<file path="config.mk">
export PLATFORM = sky130hd
export DESIGN_NAME = interval_locus_partitioner
export DESIGN_NICKNAME = d
export VERILOG_FILES = /design/src/design/ilp_pkg.sv /design/src/design/interval_locus_partitioner.sv
export VERILOG_INCLUDE_DIRS = /design/src /design/src/design
export SDC_FILE = /design/constraint.sdc
export NUM_CORES = 2
export LEC_CHECK = 0
export ABC_CLOCK_PERIOD_IN_PS = 12400
export CORE_MARGIN = 1
export CORE_UTILIZATION = 55
export DETAILED_ROUTE_END_ITERATION = 10
export DONT_BUFFER_PORTS = 1
export PLACE_DENSITY = 0.75
export SLEW_MARGIN = 10
export SYNTH_ARGS = -nofsm -noshare
export SYNTH_HDL_FRONTEND = slang
export SYNTH_SLANG_ARGS = --single-unit
</file>
<file path="constraint.sdc">
create_clock -name clk -period 12.4 [get_ports clk]
set_input_delay 1.86 -clock clk [delete_from_list [all_inputs] [get_ports clk]]
set_output_delay 1.86 -clock clk [all_outputs]
set_load 0.01 [all_outputs]
</file>
<file path="src/design/interval_locus_partitioner_assert.svh">
`ifndef INTERVAL_LOCUS_PARTITIONER_ASSERT_SVH
`define INTERVAL_LOCUS_PARTITIONER_ASSERT_SVH

// Both macros sample on clk and are disabled while rst_n is low.

// The consequent must hold in the same cycle as the antecedent.
`define ILP_ASSERT_NOW(label, ante, cons, msg) \
    label: assert property (@(posedge clk) disable iff (!rst_n) (ante) |-> (cons)) \
        else $error(msg);

// The consequent must hold in the cycle after the antecedent.
`define ILP_ASSERT_NEXT(label, ante, cons, msg) \
    label: assert property (@(posedge clk) disable iff (!rst_n) (ante) |=> (cons)) \
        else $error(msg);

`endif

</file>
<file path="src/design/ilp_pkg.sv">
`timescale 1ns / 1ps

package ilp_pkg;

    localparam int CFG_IDX_BITS  = 3;
    localparam int CFG_DATA_BITS = 32;
    localparam int PAD_BITS      = 20;

    typedef enum logic [CFG_IDX_BITS-1:0] {
        REG_SEQ_START = 3'd0,
        REG_SEQ_END   = 3'd1,
        REG_PAD_DELTA = 3'd2,
        REG_SKIP_ENDS = 3'd3
    } cfg_reg_t;

    localparam logic KIND_LOCUS = 1'b0;
    localparam logic KIND_FLUSH = 1'b1;

    localparam logic [PAD_BITS-1:0] PAD_RESET = 20'd500;

endpackage

</file>
<file path="src/design/interval_locus_partitioner.sv">
`timescale 1ns / 1ps
// An accepted item enters the input register; its first result is loaded into the output
// register when the output can take it, and a second result is held and follows it out.
// Throughput is one item per cycle, with no output stall, for items that give at most one
// result; all results share the single output register, so a held second stalls the input.
// rst_n is asynchronous and active low: it empties the pipeline, drops any pending locus and
// returns the configuration registers to their reset values at once.
`include "interval_locus_partitioner_assert.svh"

module interval_locus_partitioner #(
    parameter int COORD_BITS = 32
) (
    input  logic                                clk,
    input  logic                                rst_n,
    input  logic                                cfg_valid,
    output logic                                cfg_ready,
    input  logic [ilp_pkg::CFG_IDX_BITS-1:0]    cfg_index,
    input  logic [ilp_pkg::CFG_DATA_BITS-1:0]   cfg_data,
    input  logic                                in_valid,
    output logic                                in_stall,
    input  logic                                kind,
    input  logic [COORD_BITS-1:0]               locus_start,
    input  logic [COORD_BITS-1:0]               locus_end,
    output logic                                out_valid,
    input  logic                                out_stall,
    output logic [COORD_BITS-1:0]               part_start,
    output logic [COORD_BITS-1:0]               part_end,
    output logic                                has_genes,
    output logic                                last_of_run
);
    import ilp_pkg::*;

    localparam int W  = COORD_BITS;
    localparam int CW = (COORD_BITS > PAD_BITS + 1) ? COORD_BITS : PAD_BITS + 1;
    // Coordinates arrive as 32-bit values even when the datapath is wider.
    localparam logic [W-1:0] IN_MASK = (COORD_BITS > 32) ? W'(64'hFFFF_FFFF) : '1;

    typedef struct packed {
        logic [W-1:0] s;
        logic [W-1:0] e;
        logic         genes;
    } part_t;

    // a > b + d, evaluated without any wrap-around.
    function automatic logic above_sum(logic [W-1:0] a, logic [W-1:0] b,
                                       logic [PAD_BITS:0] d);
        logic [CW-1:0] diff_x;
        logic [CW-1:0] d_x;
        diff_x = CW'(a - b);
        d_x    = CW'(d);
        return (a > b) && (diff_x > d_x);
    endfunction

    // Configuration registers
    logic [W-1:0]          seq_start_reg, seq_start_next;
    logic [W-1:0]          seq_end_reg, seq_end_next;
    logic [PAD_BITS-1:0]   pad_delta_reg, pad_delta_next;
    logic                  skip_ends_reg, skip_ends_next;

    // Sequence state
    logic                  have_pending_reg, have_pending_next;
    logic [W-1:0]          pending_start_reg, pending_start_next;
    logic [W-1:0]          pending_end_reg, pending_end_next;
    logic [W-1:0]          before_end_reg, before_end_next;

    // Input register
    logic                  stage_valid_reg, stage_valid_next;
    logic                  stage_kind_reg;
    logic [W-1:0]          stage_ls_reg;
    logic [W-1:0]          stage_le_reg;

    // Output register and the held second result
    logic                  out_valid_reg, out_valid_next;
    part_t                 out_part_reg, out_part_next;
    logic                  out_last_reg, out_last_next;
    logic                  sec_valid_reg, sec_valid_next;
    part_t                 sec_part_reg, sec_part_next;

    logic                  in_take;
    logic                  cfg_take;
    logic                  out_load;
    logic                  stage_consume;
    logic [1:0]            res_cnt;
    part_t                 res0;
    part_t                 res1;

    logic [W-1:0]          pad_w;
    logic [PAD_BITS:0]     pad_x;
    logic [PAD_BITS:0]     pad_p1;
    logic [W-1:0]          seq_start_m1;
    logic [W-1:0]          ps_val;
    logic [W-1:0]          gap_tail;
    logic [W-1:0]          e_loc;
    logic [W-1:0]          e_flush;
    logic                  flush_fits;
    logic [W-1:0]          cfg_coord;

    assign pad_w        = W'(pad_delta_reg);
    assign pad_x        = {1'b0, pad_delta_reg};
    assign pad_p1       = pad_x + (PAD_BITS+1)'(1);
    assign seq_start_m1 = seq_start_reg - W'(1);
    assign gap_tail     = stage_ls_reg - pad_w - W'(1);
    assign cfg_coord    = W'(cfg_data);

    // Start of the pending part: padded, but never reaching back over the previous locus.
    assign ps_val = above_sum(pending_start_reg, before_end_reg, pad_x)
                    ? (pending_start_reg - pad_w) : (before_end_reg + W'(1));

    assign e_loc = above_sum(stage_ls_reg, pending_end_reg, pad_x)
                   ? (pending_end_reg + pad_w) : (stage_ls_reg - W'(1));

    assign flush_fits = (seq_end_reg >= pending_end_reg)
                        && (CW'(seq_end_reg - pending_end_reg) >= CW'(pad_x));
    assign e_flush    = flush_fits ? (pending_end_reg + pad_w) : seq_end_reg;

    always_comb
    begin
        res_cnt = 2'd0;
        res0    = '0;
        res1    = '0;
        if (stage_kind_reg == KIND_LOCUS)
        begin
            if (!have_pending_reg)
            begin
                res0 = '{s: seq_start_reg, e: gap_tail, genes: 1'b0};
                if (!skip_ends_reg && above_sum(stage_ls_reg, seq_start_reg, pad_x))
                begin
                    res_cnt = 2'd1;
                end
            end
            else
            begin
                res0    = '{s: ps_val, e: e_loc, genes: 1'b1};
                res1    = '{s: e_loc + W'(1), e: gap_tail, genes: 1'b0};
                res_cnt = above_sum(stage_ls_reg, e_loc, pad_p1) ? 2'd2 : 2'd1;
            end
        end
        else
        begin
            if (!have_pending_reg)
            begin
                res0    = '{s: seq_start_reg, e: seq_end_reg, genes: 1'b0};
                res_cnt = 2'd1;
            end
            else
            begin
                res0    = '{s: ps_val, e: e_flush, genes: 1'b1};
                res1    = '{s: e_flush + W'(1), e: seq_end_reg, genes: 1'b0};
                res_cnt = ((e_flush < seq_end_reg) && !skip_ends_reg) ? 2'd2 : 2'd1;
            end
        end
    end

    assign out_load      = !out_valid_reg || !out_stall;
    // A held second result blocks the stage until it has gone out.
    assign stage_consume = stage_valid_reg && !sec_valid_reg
                           && ((res_cnt == 2'd0) || out_load);
    assign in_stall      = stage_valid_reg && !stage_consume;
    assign in_take       = in_valid && !in_stall;
    assign cfg_ready     = 1'b1;
    assign cfg_take      = cfg_valid && cfg_ready;

    always_comb
    begin
        out_valid_next = out_valid_reg;
        out_part_next  = out_part_reg;
        out_last_next  = out_last_reg;
        sec_valid_next = sec_valid_reg;
        sec_part_next  = sec_part_reg;
        if (out_load)
        begin
            out_valid_next = 1'b0;
            if (sec_valid_reg)
            begin
                out_valid_next = 1'b1;
                out_part_next  = sec_part_reg;
                out_last_next  = 1'b1;
                sec_valid_next = 1'b0;
            end
            else if (stage_consume && (res_cnt != 2'd0))
            begin
                out_valid_next = 1'b1;
                out_part_next  = res0;
                out_last_next  = (res_cnt == 2'd1);
                sec_valid_next = (res_cnt == 2'd2);
                sec_part_next  = res1;
            end
        end
    end

    always_comb
    begin
        stage_valid_next   = stage_valid_reg;
        have_pending_next  = have_pending_reg;
        pending_start_next = pending_start_reg;
        pending_end_next   = pending_end_reg;
        before_end_next    = before_end_reg;
        seq_start_next     = seq_start_reg;
        seq_end_next       = seq_end_reg;
        pad_delta_next     = pad_delta_reg;
        skip_ends_next     = skip_ends_reg;

        if (stage_consume)
        begin
            stage_valid_next = 1'b0;
            if (stage_kind_reg == KIND_LOCUS)
            begin
                before_end_next    = have_pending_reg ? pending_end_reg : seq_start_m1;
                pending_start_next = stage_ls_reg;
                pending_end_next   = stage_le_reg;
                have_pending_next  = 1'b1;
            end
            else
            begin
                before_end_next    = seq_start_m1;
                pending_start_next = '0;
                pending_end_next   = '0;
                have_pending_next  = 1'b0;
            end
        end
        if (in_take)
        begin
            stage_valid_next = 1'b1;
        end

        if (cfg_take)
        begin
            unique case (cfg_index)
                REG_SEQ_START:
                begin
                    seq_start_next = cfg_coord;
                    if (!have_pending_reg)
                    begin
                        before_end_next = cfg_coord - W'(1);
                    end
                end
                REG_SEQ_END:   seq_end_next   = cfg_coord;
                REG_PAD_DELTA: pad_delta_next = cfg_data[PAD_BITS-1:0];
                REG_SKIP_ENDS: skip_ends_next = cfg_data[0];
                default:       ;
            endcase
        end
    end

    always_ff @(posedge clk or negedge rst_n)
    begin
        if (!rst_n)
        begin
            stage_valid_reg   <= 1'b0;
            out_valid_reg     <= 1'b0;
            sec_valid_reg     <= 1'b0;
            have_pending_reg  <= 1'b0;
            pending_start_reg <= '0;
            pending_end_reg   <= '0;
            before_end_reg    <= '0;
            seq_start_reg     <= W'(1);
            seq_end_reg       <= W'(1);
            pad_delta_reg     <= PAD_RESET;
            skip_ends_reg     <= 1'b0;
        end
        else
        begin
            stage_valid_reg   <= stage_valid_next;
            out_valid_reg     <= out_valid_next;
            sec_valid_reg     <= sec_valid_next;
            have_pending_reg  <= have_pending_next;
            pending_start_reg <= pending_start_next;
            pending_end_reg   <= pending_end_next;
            before_end_reg    <= before_end_next;
            seq_start_reg     <= seq_start_next;
            seq_end_reg       <= seq_end_next;
            pad_delta_reg     <= pad_delta_next;
            skip_ends_reg     <= skip_ends_next;
        end
    end

    always_ff @(posedge clk)
    begin
        if (in_take)
        begin
            stage_kind_reg <= kind;
            stage_ls_reg   <= locus_start & IN_MASK;
            stage_le_reg   <= locus_end & IN_MASK;
        end
        out_part_reg <= out_part_next;
        out_last_reg <= out_last_next;
        sec_part_reg <= sec_part_next;
    end

    assign out_valid   = out_valid_reg;
    assign part_start  = out_part_reg.s;
    assign part_end    = out_part_reg.e;
    assign has_genes   = out_part_reg.genes;
    assign last_of_run = out_last_reg;

    `ILP_ASSERT_NOW(a_sec_behind_out, sec_valid_reg, out_valid_reg,
                    "second result held without a first on show")
    `ILP_ASSERT_NOW(a_sec_is_gap, sec_valid_reg, !sec_part_reg.genes,
                    "held second result is not a gap")
    `ILP_ASSERT_NEXT(a_flush_clears, stage_consume && (stage_kind_reg == KIND_FLUSH),
                     !have_pending_reg, "pending locus survived a flush")
    `ILP_ASSERT_NEXT(a_locus_pends, stage_consume && (stage_kind_reg == KIND_LOCUS),
                     have_pending_reg, "locus was not held as pending")

endmodule

</file>
==> results.cfg <==
[run_status]
outcome = complete, no violations

[clocking]
clock_latency_ns = 0.64
cts_num_sinks = 380
clk_transition_reported_paths_ns = 0.06
cts-buffers-inserted = 47
clock_root_cell = sky130_fd_sc_hd__clkbuf_16
clockBufferDepth = 3
tritoncts = yes
htree_num_levels = 2
ctsHoldBuffers = 0

[synth]
synth_edf_count = 195
syn-mean-instance-area_sq_um = 8.25
ys_types = 95
postSynthRegisterBits = 380
post_synth_and_or_nand_nor_area_fraction_pct = 18.7
seq_area_frac_synth_pct = 28.9
share_of_the_synthesized_netlist_area_taken_by_xor_and_xnor_gates_pct = 8.74
synthMuxAreaShare_pct = 3.57
synth_area_sq_um = 36400
synth-compound-area-share_pct = 22.4
synthDominantCellAreaShare_pct = 16.1
synth_warnings = 0
synth_cells = 4409
synth.area.top_cells = sky130_fd_sc_hd__edfxtp_1 (16%), sky130_fd_sc_hd__ha_1 (12%), sky130_fd_sc_hd__dfrtp_1 (12%), sky130_fd_sc_hd__xnor2_1 (6.4%), sky130_fd_sc_hd__a21oi_1 (5.0%)
synth_area_leader_cell = sky130_fd_sc_hd__edfxtp_1
async_s_r_ff_share_synth_pct = 48.7
largest_family_of_logic_cells_by_synthesized_area = compound AO/OA/AOI/OAI gates
synth_fp_nets = 4878
synth-adder-area-share_pct = 12.7
synthFlopType = sky130_fd_sc_hd__edfxtp_1

[drt]
wirelength_um = 146000
viasPerCell = 6.71
detail_route.wl_per_cell_um = 27.8
detail_route.drc_violations = 0
first_pass_iters = 6
antenna_nets_post_route = 0
num_vias = 35300
drt-initial-drc-count = 4512

[sta]
final_critical_delay_including_setup_and_external_delays_ns = 11.42
final.period_utilization_pct = 92.1
final.setup_skew_ns = 0.0335
maxClockFrequency_ghz = 0.0876
fin_setup_tns_ns = 0
worst_slack_setup_final_ns = 0.980
final-setup-viol-count = 0
worst_pin_slew_ns = 1.34
report.final.hold_viol_count = 0
rel_slew_slack_pct = 10.4
final_layout_worst_hold_slack_ns = 0.485
finalMaxSlewViolations = 0
unrepaired_setup_endpoints_after_global_routing = no

[layout]
net_count_reported_at_finish = 4830
drive_above_1_share_pct = 6.98
most_frequent_standard_cell_in_the_layout_excluding_fill_and_tap_cells = sky130_fd_sc_hd__nand2_1
largest_register_ffs = 64
syn_to_final_growth_pct = 8.10
highest_count_cells_in_the_layout_ignoring_fill_and_taps = sky130_fd_sc_hd__nand2_1 (465), sky130_fd_sc_hd__o21ai_0 (360), sky130_fd_sc_hd__a21oi_1 (358)
postLayoutCoreUtil_pct = 60.5

[setup_path]
timing_worst_setup_path_type = reg2reg
crit_fanout = 38
setup.worst_path.end_class = register
critical_path_arrival_ns = 11.87
crit_family = compound AO/OA/AOI/OAI gates
critical_path_required_ns = 12.85
slowest_cp_cell = sky130_fd_sc_hd__or4_1
critPathBufInv = 5
start_kind = register
slowest_delay_ns = 0.49
path_common_cell = sky130_fd_sc_hd__a21oi_1

[floorplan]
core_sq_um = 64900
die_area_sq_um = 67100
starting_density_of_the_core_pct = 56.0
chipWidth_um = 259
fp.dieH_um = 259
ios = 174
std_cell_rows = 93

[power]
p_per_area_nw_per_um2 = 340
power.leakage_nw = 16.1
ir_worst_vdd_mv = 0.168

[grt]
number_of_antenna_violations_at_the_first_check_in_global_routing = 8
grt_start_max_net_pins = 186
vias_in_the_first_global_route = 32700
grtUsageTotal_pct = 42.9
grt_first_pass_wirelength_um = 213000
grt_overflow_total = 0

[placement]
dp_worst_setup_slack_ns = 0.435
buffer_ports.inserted = 0
gpl.final_weighted_congestion = 1.08
dpl.hpwl_um = 116000

[worst_hold_path]
hold_path_class = reg2reg

[job]
drv_cap = 0
==> through the flow <==
step                      area [sq um]  power [mW]  std cells
after detailed placement         37500        11.4       5166
after global routing             39300        14.2       5255
after global placement           37500        11.4       5166
after CTS                        39200        13.0       5254
after floorplan                  36400        8.72       4409
final                            39300        13.4       5259
==> routing by layer <==
metal / vias to the layer above / wire (um) / GRT usage, %
met5: - / 43 / 1.35
met4: 8 / 5780 / 15.8
met3: 299 / 19300 / 12.9
met2: 2089 / 61200 / 62.8
met1: 16900 / 59900 / 59.2
li1: 16000 / - / -
==> path summary, 6_finish.rpt <==
check,endpoint,depth (start not counted),slack [ns],start
setup / recovery,last_of_run,52,0.98,stage_ls_reg[0]
min in group asynchronous,pending_end_reg[3],0,0.93,rst_n
hold / removal,pending_end_reg[30],1,0.48,stage_le_reg[30]
hold reg to reg,pending_end_reg[30],1,0.48,stage_le_reg[30]
setup reg to reg,last_of_run,52,0.98,stage_ls_reg[0]
max in group asynchronous,sec_valid_reg,0,10.85,rst_n
==> kinds of logic after synthesis <==
| family | Yosys count |
|---|---|
| other cells | 1 |
| compound gates | 1298 |
| simple gates | 1434 |
| flops | 380 |
| fa+ha+maj | 364 |
| buf+inv | 472 |
| mux | 97 |
| xor+xnor | 363 |
==> Yosys cell counts (all sizes together) (8+ instances only) <==
cell     count
and3        35
xor2        98
nand2b      40
a31oi       31
nand4       90
dfrtp      177
o22ai       11
inv        278
a41o        34
nand2      466
o31ai       35
xnor2      265
o211ai      26
o21ai      371
and2        27
a21oi      362
o211a        8
dfstp        8
mux2i       37
nor2       354
edfxtp     195
a2111oi     13
mux4        22
or2         13
nor4        54
o311ai      13
or3         35
a22oi       19
a21boi      18
nand3      107
nor2b       45
buf         33
nand3b      12
mux2        38
o2111ai      9
nor3b       10
nor3       111
clkbuf     159
a21o       102
o21bai      39
ha         357
a211oi     108
or4         13
o21a        38
==> power breakdown <==
part / internal, mW / leakage [nW] / switching [mW]
sequential: 1.97 / 4.17 / 0.472
combinational: 3.45 / 11.1 / 5.92
clock: 0.904 / 0.832 / 0.646
total: 6.33 / 16.1 / 7.04
==> timing repair <==
| action | 4_1_cts | 5_1_grt |
|---|---|---|
| endpoints found under the hold margin | 0 | 0 |
| endpoints found under the setup margin | 0 | 2 |
| gates resized for setup | 0 | 11 |
| buffers inserted | 0 | 1 |
==> worst register-to-register path, delay by kind of cell, from the launching register on <==
family	cells	cell delay, ns
xor gates and xnor gates	2	0.27
and+or+nand+nor	13	2.57
AOI/OAI and AO/OA	27	5.68
DFF	1	0.45
adders and majority gates	5	1.44
buffers and inverters	5	0.83
==> area by class of cell <==
| type | instances | area, sq um |
|---|---|---|
| sequential | 380 | 10500 |
| multi-input combinational | 3557 | 24200 |
| clock buffer | 57 | 1340 |
| tap | 855 | 1070 |
| inverter | 280 | 1050 |
| timing repair buffer | 95 | 738 |
| clock inverter | 31 | 374 |
| fill | 5808 | 25600 |
| antenna | 4 | 10.0 |
No activity file was read; power rests on OpenSTA's default activity.
